## config.mk

```make
export PLATFORM = sky130hd
export DESIGN_NAME = fdet_queue
export DESIGN_NICKNAME = d
export VERILOG_FILES = /design/src/sv/three_stage_fall_detector_core_macros.svh /design/src/sv/fdet_pkg.sv /design/src/sv/fdet_queue.sv
export SDC_FILE = /design/constraint.sdc
export NUM_CORES = 1
export LEC_CHECK = 0
export BUFFER_PORTS_ARGS = -buffer_cell sky130_fd_sc_hd__buf_2
export CORE_MARGIN = 10
export CORE_UTILIZATION = 30
export CTS_BUF_LIST = sky130_fd_sc_hd__clkbuf_4 sky130_fd_sc_hd__clkbuf_8
export DETAILED_ROUTE_END_ITERATION = 16
export PLACE_DENSITY = 0.43
export SETUP_SLACK_MARGIN = 0.5
export SYNTH_ARGS = -nofsm -noshare
export SYNTH_HDL_FRONTEND = slang
export SYNTH_SLANG_ARGS = --single-unit
```

## constraint.sdc

```tcl
create_clock -name clk -period 2.4 [get_ports clk]
set_input_delay 0.48 -clock clk [delete_from_list [all_inputs] [get_ports clk]]
set_output_delay 0.48 -clock clk [all_outputs]
set_load 0.05 [all_outputs]
```

## src/sv/three_stage_fall_detector_core_macros.svh

```systemverilog
// Assertion helpers for the fall detector. They assume clk and rst in scope.
`ifndef THREE_STAGE_FALL_DETECTOR_CORE_MACROS_SVH
`define THREE_STAGE_FALL_DETECTOR_CORE_MACROS_SVH

`ifndef SYNTHESIS

`define FDET_ASSERT(lbl, expr) \
  lbl: assert property (@(posedge clk) disable iff (rst) (expr)) \
    else $error("fdet check failed");

`define FDET_ASSERT_IMP(lbl, ante, cons) \
  lbl: assert property (@(posedge clk) disable iff (rst) (ante) |-> (cons)) \
    else $error("fdet check failed");

`define FDET_ASSERT_NEXT(lbl, ante, cons) \
  lbl: assert property (@(posedge clk) disable iff (rst) (ante) |=> (cons)) \
    else $error("fdet check failed");

`else

`define FDET_ASSERT(lbl, expr)
`define FDET_ASSERT_IMP(lbl, ante, cons)
`define FDET_ASSERT_NEXT(lbl, ante, cons)

`endif

`endif

```

## src/sv/fdet_pkg.sv

```systemverilog
`default_nettype none

package fdet_pkg;

  localparam int ACCEL_FRAC_BITS = 12;
  localparam int SAMPLE_WIDTH    = 16;

  // squared-magnitude widths
  localparam int SQ_W     = 2 * SAMPLE_WIDTH - 1;
  localparam int SUM_W    = 2 * SAMPLE_WIDTH;
  localparam int S100_W   = SUM_W + 7;
  localparam int LIM_SQ_W = 17;
  localparam int LTHR_W   = LIM_SQ_W + 2 * ACCEL_FRAC_BITS;
  localparam int CMP_W    = (S100_W > LTHR_W) ? S100_W : LTHR_W;
  localparam int GSQ_W    = 32;
  localparam int GCMP_W   = (SUM_W > GSQ_W) ? SUM_W : GSQ_W;

  localparam int CNT_W = 8;
  localparam logic [CNT_W-1:0] CNT_MAX = '1;

  localparam int CFG_IDX_W  = 3;
  localparam int CFG_DATA_W = 16;

  localparam int QDEPTH  = 4;
  localparam int QPTR_W  = $clog2(QDEPTH);
  localparam int QCNT_W  = $clog2(QDEPTH + 1);
  localparam int OQDEPTH = 2;
  localparam int OQPTR_W = $clog2(OQDEPTH);
  localparam int OQCNT_W = $clog2(OQDEPTH + 1);

  typedef enum logic [CFG_IDX_W-1:0] {
    REG_LOW_G_LIMIT  = 3'd0,
    REG_HIGH_G_LIMIT = 3'd1,
    REG_ROTATION_MIN = 3'd2,
    REG_ROTATION_MAX = 3'd3,
    REG_STILL_LIMIT  = 3'd4,
    REG_ARM_WINDOW   = 3'd5,
    REG_SETTLE_WAIT  = 3'd6
  } fdet_reg_t;

  localparam logic [7:0]  LOW_G_RESET   = 8'd2;
  localparam logic [7:0]  HIGH_G_RESET  = 8'd12;
  localparam logic [15:0] ROT_MIN_RESET = 16'd30;
  localparam logic [15:0] ROT_MAX_RESET = 16'd400;
  localparam logic [15:0] STILL_RESET   = 16'd10;
  localparam logic [7:0]  ARM_WIN_RESET = 8'd6;
  localparam logic [7:0]  SETTLE_RESET  = 8'd10;

  // thresholds handed from the register file to the front end
  typedef struct packed {
    logic [CMP_W-1:0]  lo_thr;
    logic [CMP_W-1:0]  hi_thr;
    logic [GSQ_W-1:0]  rot_min_sq;
    logic [GSQ_W-1:0]  rot_max_sq;
    logic [GSQ_W-1:0]  still_sq;
  } fdet_thr_t;

  typedef struct packed {
    logic [CNT_W-1:0] arm_window;
    logic [CNT_W-1:0] settle_wait;
  } fdet_timing_t;

  // one classified sample, as queued between front and back
  typedef struct packed {
    logic am_low;
    logic am_high;
    logic in_band;
    logic still_ok;
  } fdet_flags_t;

endpackage

`default_nettype wire

```

## src/sv/fdet_queue.sv

```systemverilog
`default_nettype none

module fdet_queue (
  input  wire logic                  clk,
  input  wire logic                  rst,
  input  wire logic                  push,
  input  wire fdet_pkg::fdet_flags_t push_data,
  output logic                       full,
  input  wire logic                  pop,
  output logic                       empty,
  output fdet_pkg::fdet_flags_t      head
);

  fdet_pkg::fdet_flags_t             mem [fdet_pkg::QDEPTH];
  logic [fdet_pkg::QPTR_W-1:0]       wr_ptr;
  logic [fdet_pkg::QPTR_W-1:0]       rd_ptr;
  logic [fdet_pkg::QCNT_W-1:0]       cnt;
  logic                              do_push;
  logic                              do_pop;

  assign full    = cnt == fdet_pkg::QCNT_W'(fdet_pkg::QDEPTH);
  assign empty   = cnt == '0;
  assign do_push = push && !full;
  assign do_pop  = pop && !empty;
  assign head    = mem[rd_ptr];

  always_ff @(posedge clk) begin
    if (rst) begin
      wr_ptr <= '0;
      rd_ptr <= '0;
      cnt    <= '0;
    end else begin
      if (do_push) begin
        wr_ptr <= wr_ptr + 1'b1;
      end
      if (do_pop) begin
        rd_ptr <= rd_ptr + 1'b1;
      end
      if (do_push && !do_pop) begin
        cnt <= cnt + 1'b1;
      end else if (do_pop && !do_push) begin
        cnt <= cnt - 1'b1;
      end
    end
  end

  always_ff @(posedge clk) begin
    if (do_push) begin
      mem[wr_ptr] <= push_data;
    end
  end

endmodule

`default_nettype wire

```

==> out/metrics.yaml <==
insertion_delay_ps: 310
cts_buffers: 3
fin_crit_sh_pct: 79.61
ctsHoldBuffers: 0
critPathBufInv: 1
end_kind: "flip-flop"
top_usage_layer: "met2"
avgSynthCellArea_sq_um: 15.40
cap_viol_max_count: 0
worst_pin_slew_ps: 309.1
clock_sinks: 25
cp.arrival_ps: 2160
n_antenna_cell: 0
area_growth_pct: 27.48
clockBufferDepth: 2
use_met3_pct: 3.041
ir_worst_vdd_mv: 0.2332
firstDrtPassIters: 4
ant_nets: 0
port_buffers: 13
cp_data_required_time_ps: 2650
die_w_microns: 79.09
fin_skew_ps: 5.348
track_usage_pct: 6.491
cts_tree: "done"
critPathTopFamily: "adder cells"
synth_nets: 82
core_sq_um: 3363
path_class: "flip-flop to flip-flop"
clock.fmax_ghz: 0.5234
dp_hpwl_mm: 1.328
ys_top_cells_by_area: "edfxtp_1, dfxtp_1, mux4_2"
drt_iter0_drc: 56
syn_area_sq_um: 1047
initial_utilization_pct: 31.14
rsz0062_at_grt: "yes"
synth_commonest_cells: "edfxtp_1, dfxtp_1, ha_1, nor2_1"
vias: 611
htree_levels: 1
overflow: 0
nets: 108
met1_usage_pct: 7.039
pre_cts_slack_ps: 284.6
syn_inst: 68
cp-start-kind: "flip-flop"
finalSetupTns_ps: 0
slowest_stage: "dfxtp_4"
synth_ff_type: "edfxtp_1"
detail_route.wl_per_cell_microns: 13.04
die_area_sq_um: 6254
crit_fanout: 4
status: "completed"
setup_slack_ps: 489.3
ys_ff_latch: 25
slew_viol_final: 0
dpl_cell_area_sq_um: 1175
min_path_type: "input pin to flip-flop"
fin_area_sq_um: 1335
rows: 21
final.min_clock_period_ps: 1911
ys_warn_count: 0
grt_pass1_vias: 644
yosysMostFrequentCell: "edfxtp_1"
synth_top_area_share_pct: 45.88
setup_violations: 0
ios: 14
path_cells: "o31ai_4 -> ha_2 -> inv_2 -> fa_2 -> xor2_1 -> or3_1 -> a21oi_2"
routabilityCongestion: 0.7155
hold_viol: 0
clock-root-buffer: "clkbuf_4"
met2_usage_pct: 11.17
antenna_found_initial: 0
grt_pass1_wl_mm: 3.167
synth_cell_types: 21
drive_gt1_share_pct: 45.16
path_clk_slew_ps: 120
grt_max_degree: 14
routed_wl_mm: 1.812
viasPerCell: 4.396
yosysSeqAreaShare_pct: 63.08
relSlewSlack_pct: 79.07
finalPower_uw: 1438
p_leak_uw: 0.0005034
synth_edf_count: 16
critPathMaxStageDelay_ps: 380
yosysTopAreaCell: "edfxtp_1"
drc_errors: 0
die_h_microns: 79.09
synthArstFlopShare_pct: 0
power-per-cell-area_nw_per_um2: 1077
final_core_util_pct: 39.69
-- logic make-up after synthesis --
group | count (synthesis) | share of synthesized area, %
buffers and inverters | 5 | 1.791
flip-flops | 25 | 63.08
XOR/XNOR | 4 | 3.345
adder cells (fa/ha/maj) | 6 | 7.885
AO/OA/AOI/OAI | 6 | 3.943
multiplexers | 6 | 10.51
AND/OR/NAND/NOR | 16 | 9.438
-- metal layers --
| layer | share of wire, % | vias to the layer above |
|---|---|---|
| met2 | 53 | 10 |
| met1 | 40 | 301 |
| met3 | 5.8 | 2 |
| met5 | 0 | - |
| li1 | - | 298 |
| met4 | 1.0 | 0 |
-- cell usage in the layout, fill, tap and decap left out --
master    instances
o311ai_1          1
xor2_1            4
nor3b_4           1
inv_2             2
or3_1             2
ha_1              4
a21oi_1           1
and2_1            4
nor3_1            1
nor2_4            1
o31ai_4           1
mux2i_1           2
buf_2             7
mux4_2            4
inv_1             2
o21ai_0           2
buf_6             5
dfxtp_4           4
clkbuf_4          4
nor2_1            5
a21oi_2           1
edfxtp_1         16
buf_4            10
fa_2              1
nand2b_1          2
dfxtp_1           5
ha_2              1
-- path summary, 6_finish.rpt --
path                                   start        end  slack, ps  cells past startpoint
worst min register to register     wr_ptr[1]  wr_ptr[1]        520                      2
worst max register to register        cnt[0]     cnt[2]        490                      7
worst max-delay path                  cnt[0]     cnt[2]        490                      7
worst min-delay path            push_data[2]  mem[0][2]        380                      1
-- power breakdown --
group / internal [uW] / switching, uW
Clock: 76.2 / 113
Combinational: 293 / 340
Sequential: 544 / 72.1
Total: 913 / 525
-- stage by stage --
step / hold slack (ps) / instances
floorplan: 481.8 / 68
global placement: 505.1 / 126
detailed placement: 507.6 / 126
CTS: 361.8 / 139
global route: 350.2 / 139
finish: 377.7 / 139
-- cell type report --
cell class	instances	area, sq um
clock buffer	4	30.03
fill	332	2028
inverter	4	15.01
multi-input combinational	38	390.4
sequential	25	675.6
tap	46	57.56
timing repair buffer	22	166.4
-- sequential cells by signal (all words and copies together) (netlist names), named ones only --
name    count
mem        16
cnt         3
rd_ptr      2
wr_ptr      2
-- timing repair --
item,4_1_cts,5_1_grt
endpoints found under the setup margin,5,7
pin swaps,3,3
gates resized for setup,15,5
buffers inserted,9,0
Power figures use the tool's default switching activity.
