$ cat config.mk
export PLATFORM = sky130hd
export DESIGN_NAME = fdet_cfg
export DESIGN_NICKNAME = d
export VERILOG_FILES = /design/src/sv/three_stage_fall_detector_core_macros.svh /design/src/sv/fdet_pkg.sv /design/src/sv/fdet_cfg.sv
export SDC_FILE = /design/constraint.sdc
export NUM_CORES = 2
export LEC_CHECK = 0
export ABC_CLOCK_PERIOD_IN_PS = 10480
export BUFFER_PORTS_ARGS = -buffer_cell sky130_fd_sc_hd__buf_2
export CAP_MARGIN = 15
export CORE_UTILIZATION = 50
export CTS_CLUSTER_SIZE = 12
export DETAILED_ROUTE_END_ITERATION = 7
export GPL_ROUTABILITY_DRIVEN = 0
export PLACE_DENSITY_LB_ADDON = 0.15
export RECOVER_POWER = 50
export SETUP_SLACK_MARGIN = 0.05
export SLEW_MARGIN = 20
export SYNTH_ARGS = -nofsm -noshare
export SYNTH_HDL_FRONTEND = slang
export SYNTH_SLANG_ARGS = --single-unit
$ cat constraint.sdc
create_clock -name clk -period 10.48 [get_ports clk]
set_input_delay 1.572 -clock clk [delete_from_list [all_inputs] [get_ports clk]]
set_output_delay 1.572 -clock clk [all_outputs]
set_load 0.005 [all_outputs]
$ cat src/sv/three_stage_fall_detector_core_macros.svh
// Assertion helpers for the fall detector. They assume clk and rst in scope.
`ifndef THREE_STAGE_FALL_DETECTOR_CORE_MACROS_SVH
`define THREE_STAGE_FALL_DETECTOR_CORE_MACROS_SVH

`ifndef SYNTHESIS

`define FDET_ASSERT(lbl, expr) \
  lbl: assert property (@(posedge clk) disable iff (rst) (expr)) \
    else $error("fdet check failed");

`define FDET_ASSERT_IMP(lbl, ante, cons) \
  lbl: assert property (@(posedge clk) disable iff (rst) (ante) |-> (cons)) \
    else $error("fdet check failed");

`define FDET_ASSERT_NEXT(lbl, ante, cons) \
  lbl: assert property (@(posedge clk) disable iff (rst) (ante) |=> (cons)) \
    else $error("fdet check failed");

`else

`define FDET_ASSERT(lbl, expr)
`define FDET_ASSERT_IMP(lbl, ante, cons)
`define FDET_ASSERT_NEXT(lbl, ante, cons)

`endif

`endif

$ cat src/sv/fdet_pkg.sv
`default_nettype none

package fdet_pkg;

  localparam int ACCEL_FRAC_BITS = 12;
  localparam int SAMPLE_WIDTH    = 16;

  // squared-magnitude widths
  localparam int SQ_W     = 2 * SAMPLE_WIDTH - 1;
  localparam int SUM_W    = 2 * SAMPLE_WIDTH;
  localparam int S100_W   = SUM_W + 7;
  localparam int LIM_SQ_W = 17;
  localparam int LTHR_W   = LIM_SQ_W + 2 * ACCEL_FRAC_BITS;
  localparam int CMP_W    = (S100_W > LTHR_W) ? S100_W : LTHR_W;
  localparam int GSQ_W    = 32;
  localparam int GCMP_W   = (SUM_W > GSQ_W) ? SUM_W : GSQ_W;

  localparam int CNT_W = 8;
  localparam logic [CNT_W-1:0] CNT_MAX = '1;

  localparam int CFG_IDX_W  = 3;
  localparam int CFG_DATA_W = 16;

  localparam int QDEPTH  = 4;
  localparam int QPTR_W  = $clog2(QDEPTH);
  localparam int QCNT_W  = $clog2(QDEPTH + 1);
  localparam int OQDEPTH = 2;
  localparam int OQPTR_W = $clog2(OQDEPTH);
  localparam int OQCNT_W = $clog2(OQDEPTH + 1);

  typedef enum logic [CFG_IDX_W-1:0] {
    REG_LOW_G_LIMIT  = 3'd0,
    REG_HIGH_G_LIMIT = 3'd1,
    REG_ROTATION_MIN = 3'd2,
    REG_ROTATION_MAX = 3'd3,
    REG_STILL_LIMIT  = 3'd4,
    REG_ARM_WINDOW   = 3'd5,
    REG_SETTLE_WAIT  = 3'd6
  } fdet_reg_t;

  localparam logic [7:0]  LOW_G_RESET   = 8'd2;
  localparam logic [7:0]  HIGH_G_RESET  = 8'd12;
  localparam logic [15:0] ROT_MIN_RESET = 16'd30;
  localparam logic [15:0] ROT_MAX_RESET = 16'd400;
  localparam logic [15:0] STILL_RESET   = 16'd10;
  localparam logic [7:0]  ARM_WIN_RESET = 8'd6;
  localparam logic [7:0]  SETTLE_RESET  = 8'd10;

  // thresholds handed from the register file to the front end
  typedef struct packed {
    logic [CMP_W-1:0]  lo_thr;
    logic [CMP_W-1:0]  hi_thr;
    logic [GSQ_W-1:0]  rot_min_sq;
    logic [GSQ_W-1:0]  rot_max_sq;
    logic [GSQ_W-1:0]  still_sq;
  } fdet_thr_t;

  typedef struct packed {
    logic [CNT_W-1:0] arm_window;
    logic [CNT_W-1:0] settle_wait;
  } fdet_timing_t;

  // one classified sample, as queued between front and back
  typedef struct packed {
    logic am_low;
    logic am_high;
    logic in_band;
    logic still_ok;
  } fdet_flags_t;

endpackage

`default_nettype wire

$ cat src/sv/fdet_cfg.sv
`default_nettype none

module fdet_cfg (
  input  wire logic                            clk,
  input  wire logic                            rst,
  input  wire logic                            cfg_we,
  input  wire logic [fdet_pkg::CFG_IDX_W-1:0]  cfg_index,
  input  wire logic [fdet_pkg::CFG_DATA_W-1:0] cfg_data,
  output fdet_pkg::fdet_thr_t                  thr,
  output fdet_pkg::fdet_timing_t               timing
);

  logic [7:0]  low_g_limit;
  logic [7:0]  high_g_limit;
  logic [15:0] rotation_min;
  logic [15:0] rotation_max;
  logic [15:0] still_limit;
  logic [7:0]  arm_window;
  logic [7:0]  settle_wait;

  logic [8:0]                      lo1;
  logic [fdet_pkg::LIM_SQ_W-1:0]   lo_sq;
  logic [15:0]                     hi_sq;
  fdet_pkg::fdet_thr_t             thr_next;

  always_ff @(posedge clk) begin
    if (rst) begin
      low_g_limit  <= fdet_pkg::LOW_G_RESET;
      high_g_limit <= fdet_pkg::HIGH_G_RESET;
      rotation_min <= fdet_pkg::ROT_MIN_RESET;
      rotation_max <= fdet_pkg::ROT_MAX_RESET;
      still_limit  <= fdet_pkg::STILL_RESET;
      arm_window   <= fdet_pkg::ARM_WIN_RESET;
      settle_wait  <= fdet_pkg::SETTLE_RESET;
    end else if (cfg_we) begin
      case (cfg_index)
        fdet_pkg::REG_LOW_G_LIMIT:  low_g_limit  <= cfg_data[7:0];
        fdet_pkg::REG_HIGH_G_LIMIT: high_g_limit <= cfg_data[7:0];
        fdet_pkg::REG_ROTATION_MIN: rotation_min <= cfg_data;
        fdet_pkg::REG_ROTATION_MAX: rotation_max <= cfg_data;
        fdet_pkg::REG_STILL_LIMIT:  still_limit  <= cfg_data;
        fdet_pkg::REG_ARM_WINDOW:   arm_window   <= cfg_data[7:0];
        fdet_pkg::REG_SETTLE_WAIT:  settle_wait  <= cfg_data[7:0];
        default: ;
      endcase
    end
  end

  // squared limits, registered; they settle in the cycle after a write
  always_comb begin
    lo1   = {1'b0, low_g_limit} + 9'd1;
    lo_sq = lo1 * lo1;
    hi_sq = high_g_limit * high_g_limit;
    thr_next.lo_thr = fdet_pkg::CMP_W'(lo_sq) << (2 * fdet_pkg::ACCEL_FRAC_BITS);
    thr_next.hi_thr = fdet_pkg::CMP_W'(hi_sq) << (2 * fdet_pkg::ACCEL_FRAC_BITS);
    thr_next.rot_min_sq = rotation_min * rotation_min;
    thr_next.rot_max_sq = rotation_max * rotation_max;
    thr_next.still_sq   = still_limit * still_limit;
  end

  always_ff @(posedge clk) begin
    thr <= thr_next;
  end

  assign timing = {arm_window, settle_wait};

endmodule

`default_nettype wire

==> flow_summary.yaml <==
yosys:
  synth-main-ff-cell: "dfxtp_1"
  yosysSeqAreaShare: 0.1302
  syn_inst: 3533
  synth_area_um2: 31370
  ys_seq_elements: 204
  syn_area_per_cell_um2: 8.879
  async_reset_ff_frac: 0
  synth-edff-count: 0
  ys_warn_count: 0
  yosysUniqueCellTypes: 67
global_routing:
  grt_max_degree: 81
  antenna_found_initial: 5
  top_usage_layer: "met2"
  grt_pass1_vias: 22910
  gr-usage-met1: 0.3268
  met2_usage: 0.3695
  grt_use_met3: 0.04078
  grt_pass1_wl_um: 117600
  grt.total_usage: 0.2310
  overflow: 0
pwr:
  leakage_nw: 18.92
  vdd_drop_max_mv: 0.1301
  power_mw: 2.501
  p_per_area_nw_per_um2: 74.44
setup_path:
  timing.critical_path.arrival_ps: 6860
  ff2ff_setup_slack_ps: 4070
  cp_max_fo: 16
  cp.required_ps: 10930
  crit_path_end: "thr[25]$_DFF_P_"
  path_class: "reg -> reg"
  crit_path_start_kind: "flip-flop"
  rr_worst_depth: 18
  endpoint_kind: "flip-flop"
  rr_startpoint: "still_limit[6]$_SDFFE_PP0P_"
  r2r-end: "thr[25]$_DFF_P_"
  crit_path_start: "still_limit[6]$_SDFFE_PP0P_"
timing:
  finalHoldViolCount: 0
  period_share: 0.6112
  fmax_ghz: 0.1561
  skew_ps: 22.14
  slew_viol_final: 0
  rsz0062_at_grt: "false"
  relSlewSlack: 0.3446
  tightest_slew_ps: 979.4
  setup_viol: 0
  tns_ps: 0
  min_period_ps: 6405
floorplanning:
  io_pins: 216
  die_h_um: 252.5
  die-area_um2: 63740
  core_area_um2: 61830
  start_util: 0.5074
  placementRows: 91
  dieWidth_um: 252.5
outcome:
  status: "finished, final reports clean"
detailed_routing:
  drtPass1Iterations: 6
  totalWireLength_um: 70350
  drtAntennaViolNets: 0
  wl_per_cell_um: 15.65
  vias: 22240
  drtIter0Drc: 1259
  drc_errors: 0
  via_per_inst: 4.948
place:
  dp.cells: 4443
  port_buffers: 161
  dp_hpwl_um: 57810
  dpl_cell_area_um2: 32720
cts:
  post_cts_resize_count: 0
  ctsHtreeMaxLevel: 1
  clock_path_buffers: 3
  clk_latency_ps: 590
  cts_setup_buffers: 0
  cts_hold_buf: 0
  cts_buffers: 27
  path_clk_slew_ps: 60
  cts_tree: "built"
  clockRootBuffer: "clkbuf_16"
  clock-sinks: 204
min_path:
  min_path_type: "reg -> reg"
job:
  cap_violations: 0
cells_and_area:
  most-common-layout-cells: "inv_1, fa_1, nand2_1"
  layout.cells.non_filler: 4494
  drive_above_1_share: 0.06018
  fill_cells: 5853
  post-route-util: 0.5435
  stdcell_area_um2: 33600
  syn2layout_area_growth_pct: 7.112
  final_common_cell: "inv_1"
  fin_nets: 4572
worst min-delay path by stage:
stage | depth (start not counted) | to | startpoint
2_1_floorplan | 0 | thr[120]$_DFF_P_ | high_g_limit[0]$_SDFFE_PP0P_
3_3_place_gp | 2 | settle_wait[0]$_SDFFE_PP0P_ | settle_wait[0]$_SDFFE_PP0P_
3_5_place_dp | 2 | arm_window[0]$_SDFFE_PP0P_ | arm_window[0]$_SDFFE_PP0P_
4_1_cts | 2 | arm_window[6]$_SDFFE_PP0P_ | arm_window[6]$_SDFFE_PP0P_
5_1_grt | 2 | arm_window[7]$_SDFFE_PP0P_ | arm_window[7]$_SDFFE_PP0P_
6_report | 2 | settle_wait[0]$_SDFFE_PP0P_ | settle_wait[0]$_SDFFE_PP0P_
worst max-delay path, cell delays in order, from the launching register on:
cell and delay [ps]:
dfxtp_1 730, inv_1 240, nor2_1 220, inv_1 90
fa_1 490, fa_1 560, inv_1 40, ha_1 200
fa_1 490, fa_1 560, fa_1 430, ha_1 360
a21oi_2 290, o211ai_1 220, a2111oi_1 590, o31ai_1 170
a21oi_1 280, a221oi_1 150, xor2_1 170
cells by family after synthesis:
kind of cell	count (synthesis)	synth area share
other cells	2	0.0002394
buf+inv	1013	0.1277
fa+ha+maj	915	0.4954
xor+xnor	146	0.04076
flops	204	0.1302
mux	8	0.002872
compound gates	374	0.07690
simple gates	871	0.1260
state kept, by name, indices dropped and copies added, names as in the netlist:
| name | flops |
|---|---|
| thr | 124 |
| low_g_limit | 8 |
| rotation_min | 16 |
| rotation_max | 16 |
| still_limit | 16 |
| high_g_limit | 8 |
| settle_wait | 8 |
| arm_window | 8 |
power breakdown:
| group | internal, mW | switching [mW] |
|---|---|---|
| Sequential | 0.841 | 0.0402 |
| Combinational | 0.265 | 0.361 |
| Clock | 0.602 | 0.392 |
cell type report:
type / instances / area, um2 / area share
sequential: 204 / 4084 / 0.1215
antenna: 1 / 2.502 / 0.00007448
tap: 837 / 1047 / 0.03117
clock buffer: 37 / 753.2 / 0.02242
clock inverter: 13 / 186.4 / 0.005549
multi-input combinational: 2373 / 23490 / 0.6992
timing repair buffer: 167 / 797.0 / 0.02372
inverter: 862 / 3236 / 0.09630
Yosys cell counts, types with 26 or more instances:
cell,n,area share
o21ai_0,43,0.0069
xor2_1,42,0.012
nor2_1,151,0.018
nor2b_1,29,0.0058
nand3_1,26,0.0041
a21o_1,44,0.011
xnor2_1,104,0.029
fa_1,545,0.35
ha_1,370,0.15
nand2_1,438,0.052
dfxtp_1,204,0.13
inv_1,862,0.10
clkbuf_1,94,0.011
a21oi_1,166,0.026
and2_1,123,0.025
buf_4,54,0.013
per-stage QoR:
stage	hold WS, ps	setup slack, ps
6_report	457.6	4075
5_1_grt	487.7	3610
4_1_cts	456.1	4013
3_5_place_dp	446.3	4031
3_3_place_gp	441.3	4192
2_1_floorplan	329.0	4771
layer usage:
layer	up-vias	wire, um
met5	-	23
li1	10810	-
met2	455	32570
met4	4	1320
met3	82	4246
met1	10890	32180
(Power assumes the default switching activity.)
