==> src/sv/three_stage_fall_detector_core_macros.svh <==
// Assertion helpers for the fall detector. They assume clk and rst in scope.
`ifndef THREE_STAGE_FALL_DETECTOR_CORE_MACROS_SVH
`define THREE_STAGE_FALL_DETECTOR_CORE_MACROS_SVH

`ifndef SYNTHESIS

`define FDET_ASSERT(lbl, expr) \
  lbl: assert property (@(posedge clk) disable iff (rst) (expr)) \
    else $error("fdet check failed");

`define FDET_ASSERT_IMP(lbl, ante, cons) \
  lbl: assert property (@(posedge clk) disable iff (rst) (ante) |-> (cons)) \
    else $error("fdet check failed");

`define FDET_ASSERT_NEXT(lbl, ante, cons) \
  lbl: assert property (@(posedge clk) disable iff (rst) (ante) |=> (cons)) \
    else $error("fdet check failed");

`else

`define FDET_ASSERT(lbl, expr)
`define FDET_ASSERT_IMP(lbl, ante, cons)
`define FDET_ASSERT_NEXT(lbl, ante, cons)

`endif

`endif

==> src/sv/fdet_pkg.sv <==
`default_nettype none

package fdet_pkg;

  localparam int ACCEL_FRAC_BITS = 12;
  localparam int SAMPLE_WIDTH    = 16;

  // squared-magnitude widths
  localparam int SQ_W     = 2 * SAMPLE_WIDTH - 1;
  localparam int SUM_W    = 2 * SAMPLE_WIDTH;
  localparam int S100_W   = SUM_W + 7;
  localparam int LIM_SQ_W = 17;
  localparam int LTHR_W   = LIM_SQ_W + 2 * ACCEL_FRAC_BITS;
  localparam int CMP_W    = (S100_W > LTHR_W) ? S100_W : LTHR_W;
  localparam int GSQ_W    = 32;
  localparam int GCMP_W   = (SUM_W > GSQ_W) ? SUM_W : GSQ_W;

  localparam int CNT_W = 8;
  localparam logic [CNT_W-1:0] CNT_MAX = '1;

  localparam int CFG_IDX_W  = 3;
  localparam int CFG_DATA_W = 16;

  localparam int QDEPTH  = 4;
  localparam int QPTR_W  = $clog2(QDEPTH);
  localparam int QCNT_W  = $clog2(QDEPTH + 1);
  localparam int OQDEPTH = 2;
  localparam int OQPTR_W = $clog2(OQDEPTH);
  localparam int OQCNT_W = $clog2(OQDEPTH + 1);

  typedef enum logic [CFG_IDX_W-1:0] {
    REG_LOW_G_LIMIT  = 3'd0,
    REG_HIGH_G_LIMIT = 3'd1,
    REG_ROTATION_MIN = 3'd2,
    REG_ROTATION_MAX = 3'd3,
    REG_STILL_LIMIT  = 3'd4,
    REG_ARM_WINDOW   = 3'd5,
    REG_SETTLE_WAIT  = 3'd6
  } fdet_reg_t;

  localparam logic [7:0]  LOW_G_RESET   = 8'd2;
  localparam logic [7:0]  HIGH_G_RESET  = 8'd12;
  localparam logic [15:0] ROT_MIN_RESET = 16'd30;
  localparam logic [15:0] ROT_MAX_RESET = 16'd400;
  localparam logic [15:0] STILL_RESET   = 16'd10;
  localparam logic [7:0]  ARM_WIN_RESET = 8'd6;
  localparam logic [7:0]  SETTLE_RESET  = 8'd10;

  // thresholds handed from the register file to the front end
  typedef struct packed {
    logic [CMP_W-1:0]  lo_thr;
    logic [CMP_W-1:0]  hi_thr;
    logic [GSQ_W-1:0]  rot_min_sq;
    logic [GSQ_W-1:0]  rot_max_sq;
    logic [GSQ_W-1:0]  still_sq;
  } fdet_thr_t;

  typedef struct packed {
    logic [CNT_W-1:0] arm_window;
    logic [CNT_W-1:0] settle_wait;
  } fdet_timing_t;

  // one classified sample, as queued between front and back
  typedef struct packed {
    logic am_low;
    logic am_high;
    logic in_band;
    logic still_ok;
  } fdet_flags_t;

endpackage

`default_nettype wire

==> src/sv/fdet_front.sv <==
`default_nettype none

module fdet_front (
  input  wire logic                                 clk,
  input  wire logic                                 rst,
  input  wire logic                                 push,
  output logic                                      full,
  input  wire logic signed [fdet_pkg::SAMPLE_WIDTH-1:0] accel_x,
  input  wire logic signed [fdet_pkg::SAMPLE_WIDTH-1:0] accel_y,
  input  wire logic signed [fdet_pkg::SAMPLE_WIDTH-1:0] accel_z,
  input  wire logic signed [fdet_pkg::SAMPLE_WIDTH-1:0] gyro_x,
  input  wire logic signed [fdet_pkg::SAMPLE_WIDTH-1:0] gyro_y,
  input  wire logic signed [fdet_pkg::SAMPLE_WIDTH-1:0] gyro_z,
  input  wire fdet_pkg::fdet_thr_t                  thr,
  output logic                                      q_push,
  output fdet_pkg::fdet_flags_t                     q_data,
  input  wire logic                                 q_full
);

  localparam int W = fdet_pkg::SAMPLE_WIDTH;

  function automatic logic [fdet_pkg::SQ_W-1:0] sq_of(input logic [W-1:0] v);
    logic [W-1:0]   m;
    logic [2*W-1:0] p;
    m = v[W-1] ? (~v + 1'b1) : v;
    p = m * m;
    return p[fdet_pkg::SQ_W-1:0];
  endfunction

  logic                       s1_valid;
  logic                       s1_valid_next;
  logic [fdet_pkg::SQ_W-1:0]  a_sq [3];
  logic [fdet_pkg::SQ_W-1:0]  g_sq [3];
  logic                       load;

  logic [fdet_pkg::SUM_W-1:0]  s_sum;
  logic [fdet_pkg::SUM_W-1:0]  g_sum;
  logic [fdet_pkg::CMP_W-1:0]  s_ext;
  logic [fdet_pkg::CMP_W-1:0]  s100;
  logic [fdet_pkg::GCMP_W-1:0] g_ext;

  assign full   = s1_valid && q_full;
  assign load   = push && !full;
  assign q_push = s1_valid && !q_full;

  always_comb begin
    s1_valid_next = s1_valid;
    if (load) begin
      s1_valid_next = 1'b1;
    end else if (q_push) begin
      s1_valid_next = 1'b0;
    end
  end

  always_ff @(posedge clk) begin
    if (rst) begin
      s1_valid <= 1'b0;
    end else begin
      s1_valid <= s1_valid_next;
    end
  end

  // stage 1: squares of each axis
  always_ff @(posedge clk) begin
    if (load) begin
      a_sq[0] <= sq_of(accel_x);
      a_sq[1] <= sq_of(accel_y);
      a_sq[2] <= sq_of(accel_z);
      g_sq[0] <= sq_of(gyro_x);
      g_sq[1] <= sq_of(gyro_y);
      g_sq[2] <= sq_of(gyro_z);
    end
  end

  // stage 2: sums and threshold compares; 100*S as 64S + 32S + 4S
  always_comb begin
    s_sum = fdet_pkg::SUM_W'(a_sq[0]) + fdet_pkg::SUM_W'(a_sq[1])
          + fdet_pkg::SUM_W'(a_sq[2]);
    g_sum = fdet_pkg::SUM_W'(g_sq[0]) + fdet_pkg::SUM_W'(g_sq[1])
          + fdet_pkg::SUM_W'(g_sq[2]);
    s_ext = fdet_pkg::CMP_W'(s_sum);
    s100  = (s_ext << 6) + (s_ext << 5) + (s_ext << 2);
    g_ext = fdet_pkg::GCMP_W'(g_sum);
    q_data.am_low   = s100 < thr.lo_thr;
    q_data.am_high  = s100 >= thr.hi_thr;
    q_data.in_band  = (g_ext >= fdet_pkg::GCMP_W'(thr.rot_min_sq))
                   && (g_ext <= fdet_pkg::GCMP_W'(thr.rot_max_sq));
    q_data.still_ok = g_ext <= fdet_pkg::GCMP_W'(thr.still_sq);
  end

endmodule

`default_nettype wire

==> config.mk <==
export PLATFORM = sky130hd
export DESIGN_NAME = fdet_front
export DESIGN_NICKNAME = d
export VERILOG_FILES = /design/src/sv/three_stage_fall_detector_core_macros.svh /design/src/sv/fdet_pkg.sv /design/src/sv/fdet_front.sv
export SDC_FILE = /design/constraint.sdc
export NUM_CORES = 2
export LEC_CHECK = 0
export BUFFER_PORTS_ARGS = -buffer_cell sky130_fd_sc_hd__buf_4
export CAP_MARGIN = 20
export CORE_UTILIZATION = 30
export DETAILED_ROUTE_END_ITERATION = 8
export HOLD_SLACK_MARGIN = 0.1
export PLACE_DENSITY_LB_ADDON = 0.12
export SLEW_MARGIN = 20
export SYNTH_ARGS = -nofsm -noshare
export SYNTH_HDL_FRONTEND = slang
export SYNTH_SLANG_ARGS = --single-unit
==> constraint.sdc <==
create_clock -name clk -period 23.5 [get_ports clk]
set_input_delay 2.35 -clock clk [delete_from_list [all_inputs] [get_ports clk]]
set_output_delay 2.35 -clock clk [all_outputs]
set_load 0.05 [all_outputs]
==> results.json <==
{
  "async_flop_share_pct": 0,
  "period_needed_ps": 11870,
  "drc": 0,
  "hpwl_mm": 147,
  "clock.fmax_mhz": 84.2,
  "ctsResizeCount": 0,
  "fp.dieW_um": 446,
  "reg2reg_to": "a_sq[0][53]",
  "rr_startpoint": "s1_valid",
  "ys.flop_type": "edfxtp_1",
  "setup_viol": 0,
  "grt_usage_pct": 17.2,
  "clockRootBuffer": "clkbuf_16",
  "std_cell_rows": 162,
  "htreeDepth": 4,
  "final_area_um2": 65800,
  "slew_viol_final": 0,
  "max-cap-violations": 0,
  "tns_ps": 0,
  "ys.warnings.count": 0,
  "drt_iter0_drc": 1746,
  "hold_ws_ps": 674,
  "relSlewSlack_pct": 32.7,
  "clk_pin_slew_ps": 70,
  "placed_area_um2": 65200,
  "max_slew.worst_pin.slew_ps": 1010,
  "vias": 43100,
  "report.final.hold_viol_count": 0,
  "hold_buffers": 0,
  "clock_sinks": 181,
  "grt_max_degree": 71,
  "synth_edf_count": 180,
  "fin_crit_sh_pct": 50.5,
  "final_common_cell": "inv_1",
  "io_buffers": 283,
  "path_class": "reg -> out",
  "ff2ff_path_depth": 5,
  "cpPeakStageDelay_ps": 690,
  "gp_congestion": 0.863,
  "fillCellCount": 20700,
  "initial_core_util_pct": 30.3,
  "area_delta_synth_final_pct": 11.3,
  "ff2ff_setup_slack_ps": 20180,
  "rsz0062_at_grt": "false",
  "drt_first_pass_iters": 5,
  "cts_tree": "built",
  "final_cell_mix": "inv_1, fa_1, ha_1",
  "hold_end": "s1_valid",
  "nNetsFinal": 9072,
  "wire_per_inst_um": 17.4,
  "num_io_pins": 284,
  "dieArea_um2": 199000,
  "cts_setup_buffers": 0,
  "detail-route-antenna-nets": 0,
  "drive_above_1_share_pct": 6.79,
  "grt_pass1_vias": 47400,
  "hold_depth": 3,
  "holdCritStartpoint": "s1_valid",
  "synthCells": 6510,
  "crit_required_ps": 21150,
  "yosysUniqueCellTypes": 85,
  "coreArea_um2": 195000,
  "critPathCaptureType": "output port",
  "grt_pass1_wl_mm": 265,
  "worst_skew_pair.late_latency_ps": 500,
  "cp-start-kind": "register",
  "cts_buffers": 17,
  "cpMaxStageDelayCell": "nor4_2",
  "crit_arrival_ps": 9520,
  "postRouteWirelength_mm": 166,
  "grt_overflow": 0,
  "status": "complete, no violations",
  "chipHeight_um": 446,
  "routed_via_density": 4.52,
  "cp_max_fo": 5,
  "clock_path_buffers": 2,
  "syn-cell-area_um2": 59100,
  "ys_ff_latch": 181,
  "grt_antenna_before_repair": 6,
  "synth-seq-area-share_pct": 9.18,
  "clock_skew_ps": 16.2,
  "min_path_type": "reg -> reg",
  "synth.avg_cell_area_um2": 9.08
}
## cells in the mapped netlist, types with 17 or more instances
master / n / share of area, %
a21oi_1: 249 / 2.1
o21ai_1: 17 / 0.14
nand4_1: 47 / 0.50
o21a_1: 54 / 0.69
and3_1: 18 / 0.19
a31oi_1: 23 / 0.24
inv_1: 1738 / 11
nor2_1: 531 / 3.4
nor2b_1: 37 / 0.39
clkinv_1: 30 / 0.19
clkbuf_1: 62 / 0.39
o31ai_1: 29 / 0.37
o21bai_1: 41 / 0.52
nand2_1: 423 / 2.7
inv_2: 20 / 0.13
xor2_1: 134 / 2.0
a21o_1: 170 / 2.2
a211oi_1: 25 / 0.32
nor3_1: 62 / 0.52
fa_1: 1064 / 36
o21ai_0: 118 / 1.0
edfxtp_1: 180 / 9.1
and2_1: 38 / 0.40
nand3_1: 39 / 0.33
ha_1: 838 / 18
or3_1: 29 / 0.31
nand2b_1: 60 / 0.63
xnor2_1: 224 / 3.3
## cells by family (layout without fill, tap and decap cells)
family | after synthesis | count (layout) | synth area share [%]
adders and majority gates | 1902 | 1902 | 53.8
buffers and inverters | 1855 | 2174 | 11.8
and+or+nand+nor | 1361 | 1361 | 10.4
AOI/OAI and AO/OA | 840 | 840 | 9.33
xor gates and xnor gates | 364 | 364 | 5.47
DFF | 181 | 181 | 9.18
muxes | 5 | 5 | 0.0847
other | 2 | 79 | 0.0127
## worst max-delay path by stage
stage                          start    endpoint  slack, ps  cells past startpoint
final                     a_sq[0][5]   q_data[2]      11630                     32
after global placement    a_sq[0][5]   q_data[2]      10410                     30
after global routing      a_sq[0][5]   q_data[2]      11050                     32
after detailed placement  a_sq[0][5]   q_data[2]      12070                     32
after CTS                 a_sq[0][5]   q_data[2]      11440                     32
after floorplan               q_full  a_sq[0][0]      12140                      2
## through the flow
stage | cells | util (%) | worst slack [ps]
final | 9530 | 33.7 | 11630
after global routing | 9530 | 33.7 | 11050
after CTS | 9529 | 33.7 | 11440
after detailed placement | 9497 | 33.3 | 12070
after global placement | 9496 | 33.3 | 10410
after floorplan | 6586 | - | 12140
## sequential cells by signal, summed over array words and instances, names as in the netlist
name      cells
a_sq         90
g_sq         90
s1_valid      1
## area by class of cell
class                           count  area [µm²]  share of cell area [%]
Timing Repair Buffer              354        2660                    4.04
Sequential cell                   181        5430                    8.25
Antenna cell                        1        2.50                 0.00380
Clock buffer                       19         433                   0.658
Clock inverter                     13         193                   0.293
Inverter                         1788        6710                    10.2
Tap cell                         2624        3280                    4.99
Multi-Input combinational cell   4550       47100                    71.6
## critical path: cells and delay by family (launching register included)
family	cells	cell delay, ps
compound gates	18	4050
simple gates	5	1640
fa+ha+maj	5	2050
flops	1	430
xor+xnor	2	420
buf+inv	2	400
## per-layer routing
layer / GRT usage (%) / routed length [µm] / vias up
li1: - / - / 20900
met1: 20.7 / 69600 / 21500
met2: 32.0 / 87100 / 520
met3: 1.30 / 3460 / 138
met4: 5.63 / 5880 / 0
met5: 0 / 0 / -
Power is left out: the tool's default activity adds up to more than one toggle a clock period on the data nets, which glitch-free logic cannot reach.
