$ cat config.mk
export PLATFORM = sky130hd
export DESIGN_NAME = fdet_back
export DESIGN_NICKNAME = d
export VERILOG_FILES = /design/src/sv/fdet_pkg.sv /design/src/sv/fdet_back.sv
export VERILOG_INCLUDE_DIRS = /design/src /design/src/sv
export SDC_FILE = /design/constraint.sdc
export NUM_CORES = 1
export LEC_CHECK = 0
export BUFFER_PORTS_ARGS = -buffer_cell sky130_fd_sc_hd__buf_2
export CAP_MARGIN = 25
export CORE_MARGIN = 2
export CORE_UTILIZATION = 40
export CTS_CLUSTER_DIAMETER = 30
export DETAILED_ROUTE_END_ITERATION = 8
export GPL_TIMING_DRIVEN = 0
export PLACE_DENSITY_LB_ADDON = 0.05
export SLEW_MARGIN = 40
export SYNTH_ARGS = -nofsm -noshare
export SYNTH_HDL_FRONTEND = slang
export SYNTH_SLANG_ARGS = --single-unit
$ cat constraint.sdc
create_clock -name clk -period 3.7 [get_ports clk]
set_input_delay 0.37 -clock clk [delete_from_list [all_inputs] [get_ports clk]]
set_output_delay 0.37 -clock clk [all_outputs]
set_load 0.05 [all_outputs]
$ cat src/sv/three_stage_fall_detector_core_macros.svh
// Assertion helpers for the fall detector. They assume clk and rst in scope.
`ifndef THREE_STAGE_FALL_DETECTOR_CORE_MACROS_SVH
`define THREE_STAGE_FALL_DETECTOR_CORE_MACROS_SVH

`ifndef SYNTHESIS

`define FDET_ASSERT(lbl, expr) \
  lbl: assert property (@(posedge clk) disable iff (rst) (expr)) \
    else $error("fdet check failed");

`define FDET_ASSERT_IMP(lbl, ante, cons) \
  lbl: assert property (@(posedge clk) disable iff (rst) (ante) |-> (cons)) \
    else $error("fdet check failed");

`define FDET_ASSERT_NEXT(lbl, ante, cons) \
  lbl: assert property (@(posedge clk) disable iff (rst) (ante) |=> (cons)) \
    else $error("fdet check failed");

`else

`define FDET_ASSERT(lbl, expr)
`define FDET_ASSERT_IMP(lbl, ante, cons)
`define FDET_ASSERT_NEXT(lbl, ante, cons)

`endif

`endif

$ cat src/sv/fdet_pkg.sv
`default_nettype none

package fdet_pkg;

  localparam int ACCEL_FRAC_BITS = 12;
  localparam int SAMPLE_WIDTH    = 16;

  // squared-magnitude widths
  localparam int SQ_W     = 2 * SAMPLE_WIDTH - 1;
  localparam int SUM_W    = 2 * SAMPLE_WIDTH;
  localparam int S100_W   = SUM_W + 7;
  localparam int LIM_SQ_W = 17;
  localparam int LTHR_W   = LIM_SQ_W + 2 * ACCEL_FRAC_BITS;
  localparam int CMP_W    = (S100_W > LTHR_W) ? S100_W : LTHR_W;
  localparam int GSQ_W    = 32;
  localparam int GCMP_W   = (SUM_W > GSQ_W) ? SUM_W : GSQ_W;

  localparam int CNT_W = 8;
  localparam logic [CNT_W-1:0] CNT_MAX = '1;

  localparam int CFG_IDX_W  = 3;
  localparam int CFG_DATA_W = 16;

  localparam int QDEPTH  = 4;
  localparam int QPTR_W  = $clog2(QDEPTH);
  localparam int QCNT_W  = $clog2(QDEPTH + 1);
  localparam int OQDEPTH = 2;
  localparam int OQPTR_W = $clog2(OQDEPTH);
  localparam int OQCNT_W = $clog2(OQDEPTH + 1);

  typedef enum logic [CFG_IDX_W-1:0] {
    REG_LOW_G_LIMIT  = 3'd0,
    REG_HIGH_G_LIMIT = 3'd1,
    REG_ROTATION_MIN = 3'd2,
    REG_ROTATION_MAX = 3'd3,
    REG_STILL_LIMIT  = 3'd4,
    REG_ARM_WINDOW   = 3'd5,
    REG_SETTLE_WAIT  = 3'd6
  } fdet_reg_t;

  localparam logic [7:0]  LOW_G_RESET   = 8'd2;
  localparam logic [7:0]  HIGH_G_RESET  = 8'd12;
  localparam logic [15:0] ROT_MIN_RESET = 16'd30;
  localparam logic [15:0] ROT_MAX_RESET = 16'd400;
  localparam logic [15:0] STILL_RESET   = 16'd10;
  localparam logic [7:0]  ARM_WIN_RESET = 8'd6;
  localparam logic [7:0]  SETTLE_RESET  = 8'd10;

  // thresholds handed from the register file to the front end
  typedef struct packed {
    logic [CMP_W-1:0]  lo_thr;
    logic [CMP_W-1:0]  hi_thr;
    logic [GSQ_W-1:0]  rot_min_sq;
    logic [GSQ_W-1:0]  rot_max_sq;
    logic [GSQ_W-1:0]  still_sq;
  } fdet_thr_t;

  typedef struct packed {
    logic [CNT_W-1:0] arm_window;
    logic [CNT_W-1:0] settle_wait;
  } fdet_timing_t;

  // one classified sample, as queued between front and back
  typedef struct packed {
    logic am_low;
    logic am_high;
    logic in_band;
    logic still_ok;
  } fdet_flags_t;

endpackage

`default_nettype wire

$ cat src/sv/fdet_back.sv
`default_nettype none

`include "three_stage_fall_detector_core_macros.svh"

module fdet_back (
  input  wire logic                   clk,
  input  wire logic                   rst,
  input  wire fdet_pkg::fdet_timing_t timing,
  input  wire logic                   q_empty,
  input  wire fdet_pkg::fdet_flags_t  q_head,
  output logic                        q_pop,
  output logic                        empty,
  input  wire logic                   pop,
  output logic                        fall_detected
);

  localparam int CW = fdet_pkg::CNT_W;

  function automatic logic [CW-1:0] sat_inc(input logic [CW-1:0] c);
    return (c == fdet_pkg::CNT_MAX) ? c : c + 1'b1;
  endfunction

  logic          ff_armed, im_armed, st_armed;
  logic [CW-1:0] ff_count, im_count, st_count;
  logic          ff_armed_next, im_armed_next, st_armed_next;
  logic [CW-1:0] ff_count_next, im_count_next, st_count_next;
  logic          report;
  logic          fire;

  logic                          oq [fdet_pkg::OQDEPTH];
  logic [fdet_pkg::OQPTR_W-1:0]  oq_wr;
  logic [fdet_pkg::OQPTR_W-1:0]  oq_rd;
  logic [fdet_pkg::OQCNT_W-1:0]  oq_cnt;
  logic                          oq_full;
  logic                          do_pop;

  assign oq_full = oq_cnt == fdet_pkg::OQCNT_W'(fdet_pkg::OQDEPTH);
  assign empty   = oq_cnt == '0;
  assign fire    = !q_empty && !oq_full;
  assign q_pop   = fire;
  assign do_pop  = pop && !empty;
  assign fall_detected = oq[oq_rd];

  // stage updates in the documented order
  always_comb begin
    ff_armed_next = ff_armed;
    im_armed_next = im_armed;
    st_armed_next = st_armed;
    ff_count_next = ff_count;
    im_count_next = im_count;
    st_count_next = st_count;
    report        = 1'b0;

    if (st_armed) begin
      st_count_next = sat_inc(st_count);
      if (st_count_next >= timing.settle_wait) begin
        st_armed_next = 1'b0;
        st_count_next = '0;
        report        = q_head.still_ok;
      end
    end

    if (!report) begin
      if (im_count_next >= timing.arm_window) begin
        im_armed_next = 1'b0;
        im_count_next = '0;
      end
      if (ff_count_next >= timing.arm_window) begin
        ff_armed_next = 1'b0;
        ff_count_next = '0;
      end
      if (im_armed_next) begin
        im_count_next = sat_inc(im_count_next);
        if (q_head.in_band) begin
          st_armed_next = 1'b1;
          im_armed_next = 1'b0;
          im_count_next = '0;
        end
      end
      if (ff_armed_next) begin
        ff_count_next = sat_inc(ff_count_next);
        if (q_head.am_high) begin
          im_armed_next = 1'b1;
          ff_armed_next = 1'b0;
          ff_count_next = '0;
        end
      end
      if (q_head.am_low && !im_armed_next) begin
        ff_armed_next = 1'b1;
      end
    end
  end

  always_ff @(posedge clk) begin
    if (rst) begin
      ff_armed <= 1'b0;
      im_armed <= 1'b0;
      st_armed <= 1'b0;
      ff_count <= '0;
      im_count <= '0;
      st_count <= '0;
    end else if (fire) begin
      ff_armed <= ff_armed_next;
      im_armed <= im_armed_next;
      st_armed <= st_armed_next;
      ff_count <= ff_count_next;
      im_count <= im_count_next;
      st_count <= st_count_next;
    end
  end

  // result queue
  always_ff @(posedge clk) begin
    if (rst) begin
      oq_wr  <= '0;
      oq_rd  <= '0;
      oq_cnt <= '0;
    end else begin
      if (fire) begin
        oq_wr <= oq_wr + 1'b1;
      end
      if (do_pop) begin
        oq_rd <= oq_rd + 1'b1;
      end
      if (fire && !do_pop) begin
        oq_cnt <= oq_cnt + 1'b1;
      end else if (do_pop && !fire) begin
        oq_cnt <= oq_cnt - 1'b1;
      end
    end
  end

  always_ff @(posedge clk) begin
    if (fire) begin
      oq[oq_wr] <= report;
    end
  end

  `FDET_ASSERT(a_oq_bound, oq_cnt <= fdet_pkg::OQCNT_W'(fdet_pkg::OQDEPTH))
  `FDET_ASSERT(a_ff_im_exclusive, !(ff_armed && im_armed))
  `FDET_ASSERT(a_ff_idle_zero, ff_armed || ff_count == '0)
  `FDET_ASSERT(a_im_idle_zero, im_armed || im_count == '0)
  `FDET_ASSERT(a_st_idle_zero, st_armed || st_count == '0)
  `FDET_ASSERT_NEXT(a_report_disarms, fire && report, !st_armed)

endmodule

`default_nettype wire

==> results.rst <==
.. list-table::
   :header-rows: 1

   * - Metric
     - Value
   * - Run status
     - completed
   * - Cell count after placement
     - 419
   * - Power density normalized to cell area
     - 369 nW/um^2
   * - Detailed placement HPWL
     - 4.60 mm
   * - Num rows
     - 28
   * - Filler Cells Inserted
     - 640
   * - Classification of the worst-slack hold path
     - in2reg
   * - Setup violation total in the final timing report
     - 0
   * - Max transition margin
     - 0.630
   * - Final hold viol count
     - 0
   * - Buffer levels on the longest clock path
     - 2
   * - Final wirelength
     - 6.03 mm
   * - Post-layout power
     - 1.07 mW
   * - Final cycle utilization of the critical path
     - 0.918
   * - Number of sinks handled by clock tree synthesis
     - 34
   * - Via count of the first global-routing pass
     - 2196
   * - Antenna cells
     - 0
   * - CP Buf/Inv Count
     - 3
   * - Congestion Overflow GR
     - 0
   * - I/O pin cnt
     - 27
   * - Clock period minus worst slack
     - 3400 ps
   * - Worst Hold Path Cells
     - 3
   * - Area growth from synthesis to final layout
     - 14.9%
   * - Commonest register cell after synthesis
     - sky130_fd_sc_hd__dfxtp_1
   * - Max-capacitance violation count
     - 0
   * - Synth top area share
     - 0.253
   * - CTS tree
     - done
   * - Cells along the critical path
     - ha_2, and4_1, clkbuf_1, nand4_1, buf_4, nand4_1, xnor2_1, ha_1, o21a_1, nor2_1, o32ai_4, a21o_1, buf_2, a21oi_1, a2111oi_2
   * - Width of the die
     - 83.5 um
   * - Average detailed-routed wire length per instance
     - 14.0 um
   * - Nets
     - 406
   * - Crit Reg-Reg Endpoint
     - im_count[4]
   * - Area of combinational cells with multiple inputs
     - 1710 um^2
   * - Portion of the post-synthesis area used by sequential elements
     - 0.277
   * - Max H-tree Level
     - 2
   * - Cell variety after synth
     - 47
   * - Critical Path RT
     - 3890 ps
   * - Avg Cell Area, Syn
     - 7.95 um^2
   * - Clk pin slew, worst setup/hold paths
     - 80 ps
   * - Non-filler instance count after layout
     - 430
   * - Reg-to-reg startpoint
     - st_count[1]
   * - Number of hold buffers added after cts
     - 0
   * - Wire length of the first global-routing pass
     - 10.4 mm
   * - Maximum fanout along the worst path
     - 10
   * - Core area
     - 6030 um^2
   * - Syn. warnings
     - 0
   * - Number of pins with negative max-slew slack in the final report
     - 0
   * - Largest area contributor in the netlist
     - sky130_fd_sc_hd__dfxtp_1
   * - Register area
     - 702 um^2
   * - Largest cells by area after synthesis
     - sky130_fd_sc_hd__dfxtp_1 (25%), sky130_fd_sc_hd__ha_1 (14%), sky130_fd_sc_hd__a21oi_1 (5.7%)
   * - Share of synthesized registers carrying an async set or reset
     - 0
   * - Endpoint arrival time on the critical path
     - 3590 ps
   * - Category of the most critical setup path
     - reg2reg
   * - Source-to-sink clock delay at the later pin of the worst-skew pair
     - 290 ps
   * - Family with the most delay on the worst path
     - compound AO/OA/AOI/OAI gates
   * - Die ar.
     - 6970 um^2
   * - Net count of the mapped netlist
     - 370
   * - Count of vias placed by the detailed router
     - 2363
   * - Tot GR Track Use
     - 0.179
   * - Largest clock skew in the final design
     - 9.44 ps
   * - Leakage power
     - 1.19 nW
   * - Worst Setup End Kind
     - flip-flop
   * - Antenna violations before repair
     - 0
   * - Worst ir drop on vdd
     - 0.292 mV
   * - Min-Delay Startpoint
     - q_head[1]
   * - Setup repair after global routing missed its margin
     - no
   * - Post-synthesis sequential element count
     - 34
   * - Post-Synthesis Cell Area
     - 2530 um^2
   * - Count of buffers from port buffering
     - 26
   * - Share of post-route cells with drive strength above 1
     - 0.144
   * - Antenna-violating nets left
     - 0
   * - Worst Tran Pin Value
     - 555 ps
   * - R2r worst-path depth
     - 15
   * - Master cell of the clock root buffer
     - sky130_fd_sc_hd__clkbuf_8
   * - Nature of the critical path startpoint
     - flip-flop
   * - Number of buffers created by CTS
     - 5
   * - Cell repeated most along the worst path
     - sky130_fd_sc_hd__nand4_1
   * - Routed vias/inst
     - 5.50
   * - Height of the chip
     - 83.5 um
   * - Synthesized netlist cell count
     - 318
   * - Pin count of the biggest net entering global routing
     - 13
   * - Final total negative setup slack
     - 0 ps
   * - Number of iterations in the first detailed-routing pass
     - 4
   * - Hold Slack
     - 405 ps
   * - Remaining DRCs
     - 0
   * - Post-synth EDFFs
     - 2
   * - Initial Util
     - 0.420
   * - Critical path's slowest cell
     - sky130_fd_sc_hd__o32ai_4
   * - Final estimated routing congestion in global placement
     - 0.852
   * - Initial detailed-routing violation count
     - 89
   * - Flop2flop setup slack
     - 300 ps
   * - Max Freq
     - 294 MHz
   * - Endpoint of the worst hold-timing path
     - st_armed
   * - Slowest stage delay, CP
     - 490 ps
report_power, final:
| part | switching, mW | internal, mW | total (mW) |
|---|---|---|---|
| Sequential | 0.0227 | 0.401 | 0.424 |
| Clock | 0.151 | 0.200 | 0.352 |
| Combinational | 0.188 | 0.107 | 0.296 |
repair_timing:
action / 4_1_cts / 5_1_grt
setup endpoints to repair: 1 / 12
buffers inserted: 2 / 1
resized for setup: 0 / 4
pin swaps: 1 / 1
gates cloned: 0 / 0
how the worst max path moves through the flow:
stage                     start     endpoint  slack (ps)  cells past startpoint
floorplan           st_count[0]  im_count[4]         470                     11
global placement    st_count[0]     im_armed           6                     12
detailed placement  st_count[0]     im_armed          10                     12
CTS                 st_count[0]     im_armed         200                     13
global route        st_count[1]     ff_armed           5                     14
finish              st_count[1]  im_count[4]         300                     15
stage by stage:
| step | utilization | area (um^2) | setup WS (ps) |
|---|---|---|---|
| 2_1_floorplan | - | 2530 | 472 |
| 3_3_place_gp | 0.457 | 2750 | 5.57 |
| 3_5_place_dp | 0.457 | 2750 | 14.1 |
| 4_1_cts | 0.478 | 2880 | 195 |
| 5_1_grt | 0.482 | 2910 | 5.07 |
| 6_report | 0.482 | 2910 | 302 |
area by class of cell:
class	count	area share
Sequential cell	34	0.242
Buffer	13	0.0185
Inverter	22	0.0284
Clock buffer	5	0.0237
Multi-Input combinational cell	249	0.587
Timing Repair Buffer	29	0.0525
Tap cell	75	0.0323
Clock inverter	3	0.0155
tightest hold or removal path, delay by kind of cell:
kind | cells | cell delay (ps)
AOI/OAI and AO/OA | 1 | 60
buffers and inverters | 1 | 140
and+or+nand+nor | 1 | 90
state kept, by name (all words and copies together), names as in the netlist, named ones only:
name and count:
im_count 8, oq_wr 1, im_armed 1, st_armed 1, oq_rd 1, st_count 8, ff_count 8, ff_armed 1
oq_cnt 2, oq 2
synthesized netlist by cell type (all sizes together) (8+ instances only):
| cell type | n |
|---|---|
| a31oi | 10 |
| nor2 | 28 |
| nor3 | 11 |
| clkbuf | 11 |
| a21oi | 30 |
| o21ai | 20 |
| ha | 28 |
| inv | 22 |
| nand3 | 20 |
| nand2 | 19 |
| dfxtp | 32 |
| nand4 | 8 |
cells in the final DEF (no fill, tap or decap), types with 5 or more instances in the layout:
master / Yosys / final
sky130_fd_sc_hd__dfxtp_1: 32 / 31
sky130_fd_sc_hd__a21oi_1: 29 / 29
sky130_fd_sc_hd__nor2_1: 28 / 28
sky130_fd_sc_hd__buf_2: 1 / 27
sky130_fd_sc_hd__ha_1: 28 / 27
sky130_fd_sc_hd__inv_1: 22 / 22
sky130_fd_sc_hd__nand3_1: 20 / 20
sky130_fd_sc_hd__nand2_1: 19 / 19
sky130_fd_sc_hd__o21ai_0: 19 / 19
sky130_fd_sc_hd__clkbuf_1: 11 / 11
sky130_fd_sc_hd__nor3_1: 11 / 11
sky130_fd_sc_hd__a31oi_1: 10 / 10
sky130_fd_sc_hd__nand4_1: 8 / 8
sky130_fd_sc_hd__a21o_1: 7 / 7
sky130_fd_sc_hd__and2_1: 7 / 7
sky130_fd_sc_hd__and3_1: 5 / 5
sky130_fd_sc_hd__clkbuf_8: 0 / 5
logic make-up (layout without fill, tap and decap cells):
family,after synthesis,count (layout),synth area share
and+or+nand+nor,120,120,0.245
AOI/OAI and AO/OA,92,92,0.251
buffers and inverters,35,72,0.0539
DFF,34,34,0.277
adders and majority gates,28,28,0.139
xor gates and xnor gates,6,6,0.0208
muxes,3,3,0.0129
routing by layer:
layer / wire [um] / GRT usage / share of wire / vias to the layer above
li1: - / - / - / 1236
met4: 66 / 0.0528 / 0.011 / 0
met5: 0 / 0 / 0 / -
met1: 2910 / 0.234 / 0.48 / 1064
met3: 258 / 0.0346 / 0.043 / 7
met2: 2800 / 0.299 / 0.46 / 56
No activity file was read; power rests on OpenSTA's default activity.
